===== src/rtl/lwr_pkg.sv =====
package lwr_pkg;

   localparam int MODULUS = 3329;
   localparam int HALF_Q  = MODULUS / 2;

   localparam int COEF_W  = 12;
   localparam int PB_W    = 4;
   localparam int MB_W    = 3;
   localparam int PB_MIN  = 1;
   localparam int PB_MAX  = 11;
   localparam int MB_MIN  = 1;
   localparam int MB_MAX  = 4;

   localparam int Y_W       = $clog2(MODULUS * (2 ** PB_MAX));
   localparam int QUO_W     = $clog2((2 ** PB_MAX) + 2);
   localparam int RCP_SHIFT = Y_W + 1;
   localparam int RCP       = (2 ** RCP_SHIFT) / MODULUS;
   localparam int RCP_W     = $clog2(RCP + 1);
   localparam int PROD_W    = Y_W + RCP_W;
   localparam int DQ_W      = 2 * COEF_W;

   localparam logic [COEF_W-1:0] Q_C      = COEF_W'(MODULUS);
   localparam logic [COEF_W-1:0] HALF_Q_C = COEF_W'(HALF_Q);
   localparam logic [PB_W-1:0]   QB_RESET = PB_W'(10);
   localparam logic [MB_W-1:0]   MB_RESET = MB_W'(1);
   localparam logic [PB_W-1:0]   QB_LO    = PB_W'(PB_MIN);
   localparam logic [PB_W-1:0]   QB_HI    = PB_W'(PB_MAX);
   localparam logic [MB_W-1:0]   MB_LO    = MB_W'(MB_MIN);
   localparam logic [MB_W-1:0]   MB_HI    = MB_W'(MB_MAX);

   typedef enum logic [2:0] {
      OP_ADD,
      OP_SUB,
      OP_QUANT,
      OP_DEQUANT,
      OP_ENCODE,
      OP_DECODE
   } op_type;

   typedef enum logic {
      CSR_QUANT_BITS,
      CSR_MSG_BITS
   } csr_type;

   typedef struct packed {
      op_type            op;
      logic              err;
      logic [COEF_W-1:0] opa;
      logic [COEF_W-1:0] early;
      logic              neg;
      logic [PB_W-1:0]   pbits;
      logic [MB_W-1:0]   mbits;
   } pipe_type;

   typedef struct packed {
      logic load_c;
      logic load_d;
   } div_ctrl_type;

endpackage


===== src/rtl/lwr_divq.sv =====
module lwr_divq (
   input  logic                        clock,
   input  lwr_pkg::div_ctrl_type       ctrl,
   input  logic [lwr_pkg::Y_W-1:0]     y,
   output logic [lwr_pkg::QUO_W-1:0]   quo
);

   logic [lwr_pkg::QUO_W-1:0]  est_c_ff;
   logic [lwr_pkg::QUO_W-1:0]  est_c_in;
   logic [lwr_pkg::Y_W-1:0]    y_c_ff;
   logic [lwr_pkg::QUO_W-1:0]  est_d_ff;
   logic [lwr_pkg::Y_W-1:0]    y_d_ff;
   logic [lwr_pkg::Y_W-1:0]    prod_d_ff;
   logic [lwr_pkg::Y_W-1:0]    prod_d_in;
   logic [lwr_pkg::PROD_W-1:0] rcp_prod;
   logic [lwr_pkg::Y_W-1:0]    rem;

   // estimate is exact or one low
   assign rcp_prod  = lwr_pkg::PROD_W'(y) * lwr_pkg::PROD_W'(lwr_pkg::RCP);
   assign est_c_in  = lwr_pkg::QUO_W'(rcp_prod >> lwr_pkg::RCP_SHIFT);
   assign prod_d_in = lwr_pkg::Y_W'(lwr_pkg::Y_W'(est_c_ff) * lwr_pkg::Y_W'(lwr_pkg::MODULUS));

   always_ff @(posedge clock) begin
      if (ctrl.load_c) begin
         est_c_ff <= est_c_in;
         y_c_ff   <= y;
      end
      if (ctrl.load_d) begin
         est_d_ff  <= est_c_ff;
         y_d_ff    <= y_c_ff;
         prod_d_ff <= prod_d_in;
      end
   end

   assign rem = y_d_ff - prod_d_ff;
   assign quo = (rem >= lwr_pkg::Y_W'(lwr_pkg::MODULUS)) ? est_d_ff + lwr_pkg::QUO_W'(1)
                                                          : est_d_ff;

endmodule


===== src/rtl/lwr_coefficient_unit.sv =====
// An accepted item passes through registered stages A to E to its result on the rsp side.
// Throughput: one item per cycle while rsp_tready does not stall it; five register stages, the divide by Q
// is a reciprocal multiply and a one-step correction spread over three stages.
// Reset (synchronous, active high) empties the pipeline and sets
// quant_bits to 10 and msg_bits to 1.
module lwr_coefficient_unit (
   input  logic        clock,
   input  logic        reset,
   input  logic        req_tvalid,
   output logic        req_tready,
   input  logic [23:0] req_tdata,   // operand_a [11:0], operand_b [23:12]
   input  logic [2:0]  req_tuser,   // op [2:0]
   output logic        rsp_tvalid,
   input  logic        rsp_tready,
   output logic [15:0] rsp_tdata,   // result [11:0], domain_error [12], zero [15:13]
   input  logic        csr_we,
   input  logic        csr_index,
   input  logic [3:0]  csr_wdata
);

   localparam int CW = lwr_pkg::COEF_W;

   logic [lwr_pkg::PB_W-1:0] quant_bits_ff;
   logic [lwr_pkg::MB_W-1:0] msg_bits_ff;

   logic vld_a_ff, vld_b_ff, vld_c_ff, vld_d_ff, vld_e_ff;
   logic rdy_a, rdy_b, rdy_c, rdy_d, rdy_e;

   lwr_pkg::pipe_type pa_ff, pa_in;
   lwr_pkg::pipe_type pb_ff, pb_in;
   lwr_pkg::pipe_type pc_ff, pc_in;
   lwr_pkg::pipe_type pd_ff;

   logic [lwr_pkg::Y_W-1:0]   y_b_ff, y_b_in;
   logic [lwr_pkg::QUO_W-1:0] quo;
   lwr_pkg::div_ctrl_type     div_ctrl;

   logic [CW-1:0] rsp_data_ff, rsp_data_in;
   logic          rsp_err_ff;

   // stage A inputs
   lwr_pkg::op_type          op_i;
   logic [CW-1:0]            a_i, b_i, mag_i;
   logic [CW:0]              sum_i, diff_i;
   logic [CW-1:0]            sum_mod_i, diff_mod_i;
   logic                     a_ge_q, b_ge_q, neg_i;
   logic [lwr_pkg::PB_W-1:0] pbits_i;
   logic [lwr_pkg::MB_W-1:0] mbits_i;

   // stage B
   logic [lwr_pkg::DQ_W-1:0] dq_prod;
   logic [CW-1:0]            deq_b, enc_b;

   // stage E
   logic [CW-1:0] pmask, mmask, t_e;

   // configuration
   always_ff @(posedge clock) begin
      if (reset) begin
         quant_bits_ff <= lwr_pkg::QB_RESET;
         msg_bits_ff   <= lwr_pkg::MB_RESET;
      end else if (csr_we) begin
         case (lwr_pkg::csr_type'(csr_index))
            lwr_pkg::CSR_QUANT_BITS: quant_bits_ff <= csr_wdata;
            lwr_pkg::CSR_MSG_BITS:   msg_bits_ff   <= csr_wdata[lwr_pkg::MB_W-1:0];
            default: ;
         endcase
      end
   end

   // handshake
   assign rdy_e      = !vld_e_ff || rsp_tready;
   assign rdy_d      = !vld_d_ff || rdy_e;
   assign rdy_c      = !vld_c_ff || rdy_d;
   assign rdy_b      = !vld_b_ff || rdy_c;
   assign rdy_a      = !vld_a_ff || rdy_b;
   assign req_tready = rdy_a;
   assign rsp_tvalid = vld_e_ff;
   assign rsp_tdata  = {3'b000, rsp_err_ff, rsp_data_ff};

   always_ff @(posedge clock) begin
      if (reset) begin
         vld_a_ff <= 1'b0;
         vld_b_ff <= 1'b0;
         vld_c_ff <= 1'b0;
         vld_d_ff <= 1'b0;
         vld_e_ff <= 1'b0;
      end else begin
         if (rdy_a) vld_a_ff <= req_tvalid;
         if (rdy_b) vld_b_ff <= vld_a_ff;
         if (rdy_c) vld_c_ff <= vld_b_ff;
         if (rdy_d) vld_d_ff <= vld_c_ff;
         if (rdy_e) vld_e_ff <= vld_d_ff;
      end
   end

   // stage A: range checks, add and subtract mod Q, centering
   always_comb begin
      op_i   = lwr_pkg::op_type'(req_tuser);
      a_i    = req_tdata[11:0];
      b_i    = req_tdata[23:12];
      a_ge_q = a_i >= lwr_pkg::Q_C;
      b_ge_q = b_i >= lwr_pkg::Q_C;

      if (quant_bits_ff < lwr_pkg::QB_LO)      pbits_i = lwr_pkg::QB_LO;
      else if (quant_bits_ff > lwr_pkg::QB_HI) pbits_i = lwr_pkg::QB_HI;
      else                                     pbits_i = quant_bits_ff;
      if (msg_bits_ff < lwr_pkg::MB_LO)        mbits_i = lwr_pkg::MB_LO;
      else if (msg_bits_ff > lwr_pkg::MB_HI)   mbits_i = lwr_pkg::MB_HI;
      else                                     mbits_i = msg_bits_ff;

      sum_i      = {1'b0, a_i} + {1'b0, b_i};
      sum_mod_i  = (sum_i >= {1'b0, lwr_pkg::Q_C}) ? CW'(sum_i - {1'b0, lwr_pkg::Q_C})
                                                   : CW'(sum_i);
      diff_i     = {1'b0, a_i} + {1'b0, lwr_pkg::Q_C} - {1'b0, b_i};
      diff_mod_i = (diff_i >= {1'b0, lwr_pkg::Q_C}) ? CW'(diff_i - {1'b0, lwr_pkg::Q_C})
                                                    : CW'(diff_i);
      neg_i      = a_i > lwr_pkg::HALF_Q_C;
      mag_i      = neg_i ? lwr_pkg::Q_C - a_i : a_i;

      pa_in.op    = op_i;
      pa_in.opa   = a_i;
      pa_in.neg   = neg_i;
      pa_in.pbits = pbits_i;
      pa_in.mbits = mbits_i;

      case (op_i)
         lwr_pkg::OP_ADD, lwr_pkg::OP_SUB, lwr_pkg::OP_QUANT: pa_in.err = a_ge_q || b_ge_q;
         lwr_pkg::OP_DEQUANT: pa_in.err = (a_i >> pbits_i) != '0;
         lwr_pkg::OP_ENCODE:  pa_in.err = (a_i >> mbits_i) != '0;
         lwr_pkg::OP_DECODE:  pa_in.err = a_ge_q;
         default:             pa_in.err = 1'b1;
      endcase

      case (op_i)
         lwr_pkg::OP_SUB:    pa_in.early = diff_mod_i;
         lwr_pkg::OP_DECODE: pa_in.early = mag_i;
         default:            pa_in.early = sum_mod_i;
      endcase
   end

   // stage B: dividend for quantize and decode, dequantize and encode products
   always_comb begin
      case (pa_ff.op)
         lwr_pkg::OP_QUANT:  y_b_in = lwr_pkg::Y_W'(pa_ff.early) << pa_ff.pbits;
         lwr_pkg::OP_DECODE: y_b_in = (lwr_pkg::Y_W'(pa_ff.early) << (pa_ff.mbits + 3'd1))
                                      + lwr_pkg::Y_W'(lwr_pkg::MODULUS);
         default:            y_b_in = '0;
      endcase

      dq_prod = lwr_pkg::DQ_W'(pa_ff.opa) * lwr_pkg::DQ_W'(lwr_pkg::MODULUS)
                + ((lwr_pkg::DQ_W'(1) << pa_ff.pbits) >> 1);
      deq_b   = CW'(dq_prod >> pa_ff.pbits);
      enc_b   = CW'(lwr_pkg::DQ_W'(pa_ff.opa) * (lwr_pkg::DQ_W'(lwr_pkg::Q_C) >> pa_ff.mbits));

      pb_in = pa_ff;
      case (pa_ff.op)
         lwr_pkg::OP_DEQUANT: pb_in.early = deq_b;
         lwr_pkg::OP_ENCODE:  pb_in.early = enc_b;
         default:             pb_in.early = pa_ff.early;
      endcase
   end

   // stage C: wrap a dequantized value that rounded up to Q
   always_comb begin
      pc_in = pb_ff;
      if (pb_ff.op == lwr_pkg::OP_DEQUANT && pb_ff.early >= lwr_pkg::Q_C) begin
         pc_in.early = pb_ff.early - lwr_pkg::Q_C;
      end
   end

   always_ff @(posedge clock) begin
      if (rdy_a) pa_ff <= pa_in;
      if (rdy_b) begin
         pb_ff  <= pb_in;
         y_b_ff <= y_b_in;
      end
      if (rdy_c) pc_ff <= pc_in;
      if (rdy_d) pd_ff <= pc_ff;
   end

   assign div_ctrl.load_c = rdy_c;
   assign div_ctrl.load_d = rdy_d;

   lwr_divq u_divq (
      .clock (clock),
      .ctrl  (div_ctrl),
      .y     (y_b_ff),
      .quo   (quo)
   );

   // stage E: final selection
   always_comb begin
      pmask = ~({CW{1'b1}} << pd_ff.pbits);
      mmask = ~({CW{1'b1}} << pd_ff.mbits);
      t_e   = (CW'(quo) >> 1) & mmask;
      if (pd_ff.err) begin
         rsp_data_in = '0;
      end else begin
         case (pd_ff.op)
            lwr_pkg::OP_QUANT:  rsp_data_in = CW'(quo) & pmask;
            lwr_pkg::OP_DECODE: rsp_data_in = (pd_ff.neg && t_e != '0) ? (CW'(0) - t_e) & mmask
                                                                      : t_e;
            default:            rsp_data_in = pd_ff.early;
         endcase
      end
   end

   always_ff @(posedge clock) begin
      if (rdy_e) begin
         rsp_data_ff <= rsp_data_in;
         rsp_err_ff  <= pd_ff.err;
      end
   end

endmodule

===== config.mk =====
export PLATFORM = sky130hd
export DESIGN_NAME = lwr_coefficient_unit
export DESIGN_NICKNAME = d
export VERILOG_FILES = /design/src/rtl/lwr_pkg.sv /design/src/rtl/lwr_divq.sv /design/src/rtl/lwr_coefficient_unit.sv
export SDC_FILE = /design/constraint.sdc
export NUM_CORES = 1
export LEC_CHECK = 0
export ABC_CLOCK_PERIOD_IN_PS = 18500
export BUFFER_PORTS_ARGS = -buffer_cell sky130_fd_sc_hd__buf_2
export CAP_MARGIN = 20
export CELL_PAD_IN_SITES_DETAIL_PLACEMENT = 2
export CELL_PAD_IN_SITES_GLOBAL_PLACEMENT = 2
export CORE_UTILIZATION = 46
export DETAILED_ROUTE_END_ITERATION = 16
export HOLD_SLACK_MARGIN = 0.08
export PLACE_DENSITY = 0.86
export SYNTH_ARGS = -nofsm -noshare
export SYNTH_HDL_FRONTEND = slang
export SYNTH_SLANG_ARGS = --single-unit
export TNS_END_PERCENT = 1

===== constraint.sdc =====
create_clock -name clock -period 18.5 [get_ports clock]
set_input_delay 3.7 -clock clock [delete_from_list [all_inputs] [get_ports clock]]
set_output_delay 3.7 -clock clock [all_outputs]
set_load 0.005 [all_outputs]

==> results of run 1 <==
[cell usage in the layout (no fill, tap or decap), types with 34 or more instances in the layout]
master / synthesis / final
a21o_1: 35 / 35
o21ai_0: 74 / 74
nand2_1: 179 / 177
xor2_1: 55 / 55
and2_1: 34 / 34
xnor2_1: 97 / 97
nor3_1: 49 / 49
nand3_1: 48 / 47
edfxtp_1: 229 / 229
a211oi_1: 38 / 38
nor2_1: 144 / 144
ha_1: 373 / 373
buf_2: 3 / 52
inv_1: 378 / 377
fa_1: 188 / 188
a21oi_1: 146 / 146
mux2i_1: 67 / 67
[synth_stat cells, types with 49 or more instances]
master	n	share of area [%]
nand2_1	179	2.6
xor2_1	55	1.9
fa_1	188	15
edfxtp_1	229	27
ha_1	373	18
clkbuf_1	59	0.85
inv_1	378	5.5
nor3_1	49	0.95
xnor2_1	97	3.3
a21oi_1	146	2.8
o21ai_0	74	1.4
mux2i_1	67	2.6
nor2_1	144	2.1
[worst register-to-register path: cells and delay by family (launching register included)]
family | cells | cell delay, ns
AOI/OAI and AO/OA | 7 | 2.75
adders and majority gates | 5 | 1.71
buffers and inverters | 4 | 1.32
and+or+nand+nor | 5 | 1.08
DFF | 1 | 0.39
xor gates and xnor gates | 1 | 0.31
[power by group]
group / leakage, nW / switching [mW] / internal [mW]
sequential: 2.70 / 0.140 / 0.713
clock: 0.460 / 0.279 / 0.359
combinational: 10.4 / 1.16 / 0.663
total: 13.5 / 1.57 / 1.74
[state kept, by name, summed over array words and instances (netlist names)]
signal	cells
y_b_ff	23
vld_c_ff	1
u_divq.est_d_ff	4
pb_ff	24
pd_ff	24
u_divq.est_c_ff	12
quant_bits_ff	4
msg_bits_ff	3
pc_ff	24
vld_d_ff	1
rsp_tvalid	1
vld_b_ff	1
rsp_data_ff	12
rsp_err_ff	1
vld_a_ff	1
u_divq.y_c_ff	23
u_divq.y_d_ff	23
pa_ff	36
u_divq.prod_d_ff	23
[per-stage QoR]
| step | hold WS [ns] | power (mW) | area, um2 | worst slack, ns | utilization (%) |
|---|---|---|---|---|---|
| finish | 0.429 | 3.31 | 28000 | 9.41 | 50.5 |
| global route | 0.429 | 3.42 | 28000 | 9.34 | 50.5 |
| CTS | 0.416 | 3.22 | 27900 | 9.48 | 50.4 |
| detailed placement | 0.406 | 2.45 | 26900 | 9.56 | 48.6 |
| global placement | 0.403 | 2.23 | 26900 | 9.74 | 48.6 |
| floorplan | 0.400 | 1.87 | 25900 | 9.73 | - |
[cell families (layout without fill, tap and decap cells)]
kind of cell             after synthesis  after routing  synth area share, %
XOR/XNOR                             153            153                 5.20
adder cells (fa/ha/maj)              561            561                 32.5
other                                  1              3               0.0145
flip-flops                           241            241                 27.5
multiplexers                          83             83                 3.37
AO/OA/AOI/OAI                        505            505                 13.3
AND/OR/NAND/NOR                      611            611                 11.5
buffers and inverters                455            501                 6.70
[cell type report]
class	instances	area, um2	area share, %
clock buffers	34	743	2.65
clock inverters	17	250	0.894
inverters	379	1420	5.08
multi-input cells	1916	17100	61.0
flip-flops and latches	241	7120	25.4
well taps	748	936	3.34
repair buffers	71	435	1.56
[worst paths after layout]
check | startpoint | to | slack, ns | depth (start not counted)
setup / recovery | rsp_tready | req_tready | 9.41 | 6
hold / removal | u_divq.y_c_ff[1]$_DFFE_PP_ | u_divq.y_d_ff[1]$_DFFE_PP_ | 0.43 | 0
setup reg to reg | pa_ff[3]$_DFFE_PP_ | pb_ff[10]$_DFFE_PP_ | 10.80 | 22
hold reg to reg | u_divq.y_c_ff[1]$_DFFE_PP_ | u_divq.y_d_ff[1]$_DFFE_PP_ | 0.43 | 0
[layer usage]
metal | vias up | wire (um) | global-route usage [%]
li1 | 9166 | - | -
met1 | 11447 | 41700 | 42.4
met2 | 1198 | 58000 | 69.1
met3 | 535 | 7440 | 5.47
met4 | 8 | 9130 | 22.8
met5 | - | 46 | 0
==> flow_summary.rst, run 1 <==
.. list-table::
   :header-rows: 1

   * - Metric
     - Value
   * - Cell family with most CP delay
     - simple AND/OR/NAND/NOR gates
   * - Hold WC Path Type
     - register to register
   * - Clock buffer count from CTS
     - 28
   * - Number of inserted diodes
     - 0
   * - Post-detailed-route via-to-cell ratio
     - around 6.6
   * - CP Buf/Inv Count
     - 3
   * - Kind of critical path
     - input port to output pin
   * - Count of buffers from port buffering
     - just over 50
   * - Final slew viol count
     - 0
   * - Clock period minus final worst setup slack
     - 9.09 ns
   * - Num Clock Sinks
     - 241
   * - Largest net degree at the start of global routing
     - 75
   * - Post-CTS Hold Fix Bufs
     - 0
   * - Prevailing post-synth register cell
     - edfxtp_1
   * - Number of cells in the design after placement
     - 3351
   * - Share of flip-flops with an asynchronous set or reset
     - 0%
   * - Clock edge transition at the registers on the reported setup and hold paths
     - approximately 0.06 ns
   * - Area of the placeable core
     - ~55000 um2
   * - Setup TNS Final
     - 0 ns
   * - Crit start category
     - input port
   * - Hold Vio Cnt, Final
     - 0
   * - Post-detailed-routing wire length
     - roughly 120 mm
   * - Area added between synthesis and finish
     - 8.00%
   * - Final layout net count
     - 3235
   * - Post-DR wirelength/cell
     - 34.1 um
   * - Wire length of the first global-routing pass
     - approximately 160 mm
   * - Fin cells
     - between 3000 and 4000
   * - Post-synthesis cell count
     - 2610
   * - Total of endpoints with negative setup slack in the final report
     - 0
   * - Upper clock frequency limit
     - 110 MHz
   * - Post-CTS setup buffer count
     - 0
   * - Worst Path Arrival
     - between 5 and 6 ns
   * - Slowest stage cell on the critical path
     - nor2b_1
   * - Cells along the critical path
     - buf_2 -> nor2b_1 -> and3_1 -> nand3_2 -> buf_4 -> buf_2
   * - PwrDens
     - roughly 120 nW/um2
   * - Number of gates resized after cts
     - 0
   * - Overall die height
     - about 240 um
   * - Global route overflow
     - 0
   * - Static leakage
     - 13.5 nW
   * - Flip-flop and latch count after synthesis
     - 241
   * - DRC Markers
     - 0
   * - Post-route ant nets
     - 0
   * - Number of synthesis warnings
     - 0
   * - Avg Cell Area, Syn
     - around 10 um2
   * - Worst-case clock skew
     - 0.0295 ns
   * - Number of levels the H-tree was split into
     - 1
   * - Insertion delay of the later-clocked pin in the worst-skew pair
     - 0.60 ns
   * - Result of the run
     - finished clean
   * - X dimension of the die
     - ~240 um
   * - Worst stage delay on the critical path
     - between 0.4 and 0.5 ns
   * - Max-slew headroom at the worst pin
     - 3.94%
   * - Root buffer selected by CTS
     - clkbuf_16
   * - Global-route usage over all layers
     - 38.2%
   * - Via Count
     - between 20000 and 25000
   * - Period utilisation layout
     - between 40% and 50%
   * - Cell row count
     - 86
   * - Drt first-iter violations
     - 1770
   * - Initial antenna violation count
     - 5
   * - Unrepaired setup endpoints after global routing
     - false
   * - GPL Wtd Cong
     - roughly 0.9
   * - Detailed Routing Iterations Pass 1
     - 7
   * - I/O pin cnt
     - 55
   * - Highest net fanout along the worst path
     - 38
   * - Worst-Margin Slew
     - approximately 1.4 ns
   * - Cell type with the highest occurrence count on the critical path
     - buf_2
   * - Number of distinct library cell variants in the gate-level netlist after synthesis
     - 100
   * - Post-synthesis sequential area ratio
     - between 20% and 30%
   * - Via count of the first global-routing pass
     - about 25000
   * - Worst Setup End Kind
     - output pin
   * - Largest buffer count on any clock path
     - 3
   * - Maximum ir drop on the vdd rail
     - between 0.00006 and 0.00007 V
   * - Synth Cell Area
     - 25900 um2
   * - Clock tree from TritonCTS
     - yes
   * - Die footprint
     - 57300 um2
   * - Endpoint required time on the critical path
     - between 10 and 15 ns
   * - Starting density of the core
     - between 40% and 50%
   * - Layout cells sized above 1
     - slightly below 7%
   * - Filler cell count in the final layout
     - between 5000 and 6000
   * - Number of enable flip-flop cells after synthesis
     - about 230
   * - Detailed Place HPWL
     - 75.2 mm
   * - Max-cap violations
     - 0
Power figures use the tool's default switching activity.
==> run 2, diff against run 1 <==
Settings changed: ABC_CLOCK_PERIOD_IN_PS 18500 to 8200, CORE_UTILIZATION 46 to 39, PLACE_DENSITY 0.86 to 0.78.
Clock period 18.5 ns to 8.2 ns, I/O delays scaled along.
==> run 2 against run 1 <==
Against the previous run:
- flip-flop and latch count is the same
- non-clock buffer count shrank 3
- die area grew 18%
- routed wire length shrank 26%
- power grew 100%
- register-to-register slack lost 9.5 ns
- sequential share of layout area is essentially flat
- utilization shrank 8.0 points
- hold slack lost 0.0098 ns
- cell count grew 3.3%
- clock skew shrank 0.0098 ns
==> flow_summary.rst, run 2 (synthesized netlist as in run 1, its figures left out) <==
.. list-table::
   :header-rows: 1

   * - Metric
     - Value
   * - PwrDens
     - 240 nW/um2 (+100%)
   * - Max-slew headroom at the worst pin
     - 29.1% (+25 points)
   * - Final slew viol count
     - 0 (unchanged)
   * - Via count of the first global-routing pass
     - 22576 (-9.6%)
   * - Number of gates resized after cts
     - 0 (unchanged)
   * - Hold Vio Cnt, Final
     - 0 (unchanged)
   * - Count of buffers from port buffering
     - 51 (unchanged)
   * - Number of inserted diodes
     - 0 (unchanged)
   * - Clock buffer count from CTS
     - 28 (unchanged)
   * - Layout cells sized above 1
     - 6.56% (-0.18 points)
   * - Static leakage
     - 13.5 nW (-0.54%)
   * - Result of the run
     - finished clean
   * - Clock edge transition at the registers on the reported setup and hold paths
     - 0.07 ns (about the same)
   * - Kind of critical path
     - register to register
   * - Largest buffer count on any clock path
     - 3 (unchanged)
   * - Total of endpoints with negative setup slack in the final report
     - 0 (unchanged)
   * - Final layout net count
     - 3232 (-0.093%)
   * - I/O pin cnt
     - 55 (unchanged)
   * - Maximum ir drop on the vdd rail
     - 0.000184 V (+180%)
   * - Initial antenna violation count
     - 1 (-4)
   * - Worst hold-check slack
     - 0.419 ns (-0.00981 ns)
   * - Num Clock Sinks
     - 241 (unchanged)
   * - Hold WC Path Type
     - register to register
   * - Global-route usage over all layers
     - 25.8% (-12 points)
   * - Final cell utilization of the core
     - 42.6% (-8.0 points)
   * - Most common cell after layout, fill and taps aside
     - inv_1
   * - Period utilisation layout
     - 84.4%
   * - Endpoint required time on the critical path
     - 8.52 ns (-6.28 ns)
   * - Upper clock frequency limit
     - between 100 and 150 MHz
   * - Die footprint
     - 67500 um2 (+18%)
   * - Setup TNS Final
     - 0 ns (unchanged)
   * - Largest net degree at the start of global routing
     - 75 (unchanged)
   * - Most flops, register
     - pa_ff
   * - Insertion delay of the later-clocked pin in the worst-skew pair
     - 0.59 ns (about the same)
   * - Post-route ant nets
     - 0 (unchanged)
   * - Detailed Place HPWL
     - 69.7 mm (-7.4%)
   * - Wire length of the first global-routing pass
     - 135 mm (-17%)
   * - Unrepaired setup endpoints after global routing
     - false
   * - Post-detailed-route via-to-cell ratio
     - 5.68 (-13%)
   * - Clock period minus final worst setup slack
     - 6.92 ns
   * - Crit start category
     - register
   * - Area added between synthesis and finish
     - 7.96% (about the same)
   * - Post-detailed-routing wire length
     - 86.4 mm (-26%)
   * - X dimension of the die
     - 260 um (+8.5%)
   * - DRC Markers
     - 0 (unchanged)
   * - Global route overflow
     - 0 (unchanged)
   * - Worst-Margin Slew
     - 1.06 ns (-0.368 ns)
   * - Max-cap violations
     - 0 (unchanged)
   * - Starting density of the core
     - 39.4% (-7.3 points)
   * - Root buffer selected by CTS
     - clkbuf_16
   * - Post-CTS Hold Fix Bufs
     - 0 (unchanged)
   * - Largest register FFs
     - 36 (unchanged)
   * - Worst Setup End Kind
     - register
   * - Post-CTS setup buffer count
     - 0 (unchanged)
   * - Drt first-iter violations
     - 1121 (-37%)
   * - Worst Path Arrival
     - 7.24 ns (+1.85 ns)
   * - Via Count
     - 19988 (-11%)
   * - Worst-case clock skew
     - 0.0197 ns (-0.00980 ns)
   * - Highest net fanout along the worst path
     - 33 (-13%)
   * - GPL Wtd Cong
     - 0.873 (-1.3%)
   * - Cell row count
     - 94 (+9.3%)
   * - Overall die height
     - 260 um (+8.5%)
   * - Post-DR wirelength/cell
     - 24.5 um (-28%)
   * - Number of levels the H-tree was split into
     - 1 (unchanged)
   * - Detailed Routing Iterations Pass 1
     - 5 (-2)
   * - Clock tree from TritonCTS
     - yes
   * - Commonest non-fill, non-tap cells in the layout
     - 377 x inv_1, 373 x ha_1, 229 x edfxtp_1
   * - Area of the placeable core
     - 65700 um2 (+19%)
-- run 2: changes by cell type in the layout (fill, tap and decap cells not counted), sizes merged --
cell | previous run | this run
clkbuf | 35 | 32
clkinv | 5 | 10
bufinv | 5 | 1
inv | 380 | 381
buf | 70 | 67
-- run 2: worst max-delay path, cell delays in order (launching register included) --
cell and delay [ns]:
edfxtp_1 0.36, buf_4 0.25, inv_1 0.59, nand2_1 0.46, nor2_1 0.25, ha_1 0.26, ha_1 0.30, ha_1 0.30
fa_1 0.49, ha_1 0.36, a21o_1 0.18, a21oi_1 0.20, nand2_1 0.10, o21a_1 0.22, o41a_1 0.40, a211oi_1 0.31
xnor2_1 0.15, a2111oi_0 0.72, nand2_1 0.18, nand3_1 0.15, a311oi_1 0.10, a221o_1 0.30
-- run 2: stage by stage --
stage	instances	setup slack, ns	cell area [um2]	power, mW
final	3518	1.28	28000	6.70
after floorplan	2612	1.79	25900	4.23
after global routing	3518	0.783	28000	7.16
after detailed placement	3463	1.31	27100	5.46
after CTS	3513	1.28	27900	6.74
after global placement	3463	1.65	27100	5.11
-- run 2: power breakdown --
| part | total (mW) | internal, mW | switching (mW) |
|---|---|---|---|
| registers | 1.89 | 1.61 | 0.283 |
| logic | 3.58 | 1.43 | 2.16 |
| clock network | 1.23 | 0.664 | 0.564 |
| total | 6.70 | 3.70 | 3.00 |
-- run 2: layout make-up --
| cell class | instances | area (um2) |
|---|---|---|
| Timing Repair Buffer | 68 | 393 |
| Sequential cell | 241 | 7120 |
| Inverter | 379 | 1420 |
| Clock inverter | 19 | 168 |
| Multi-Input combinational cell | 1916 | 17100 |
| Fill cell | 7034 | 37800 |
| Clock buffer | 31 | 712 |
| Tap cell | 864 | 1080 |
-- run 2: worst paths after layout --
| check | startpoint | endpoint | slack, ns | cells past startpoint |
|---|---|---|---|---|
| max | pa_ff[5]$_DFFE_PP_ | pb_ff[14]$_DFFE_PP_ | 1.28 | 21 |
| min | u_divq.y_c_ff[22]$_DFFE_PP_ | u_divq.y_d_ff[22]$_DFFE_PP_ | 0.42 | 0 |
| max reg2reg | pa_ff[5]$_DFFE_PP_ | pb_ff[14]$_DFFE_PP_ | 1.28 | 21 |
| min reg2reg | u_divq.y_c_ff[22]$_DFFE_PP_ | u_divq.y_d_ff[22]$_DFFE_PP_ | 0.42 | 0 |
-- run 2: per-layer routing --
| layer | routed length (um) | GRT usage [%] |
|---|---|---|
| met1 | 35900 | 31.4 |
| met2 | 46000 | 48.3 |
| met3 | 1900 | 1.81 |
| met4 | 2500 | 7.25 |
| met5 | 13 | 0 |
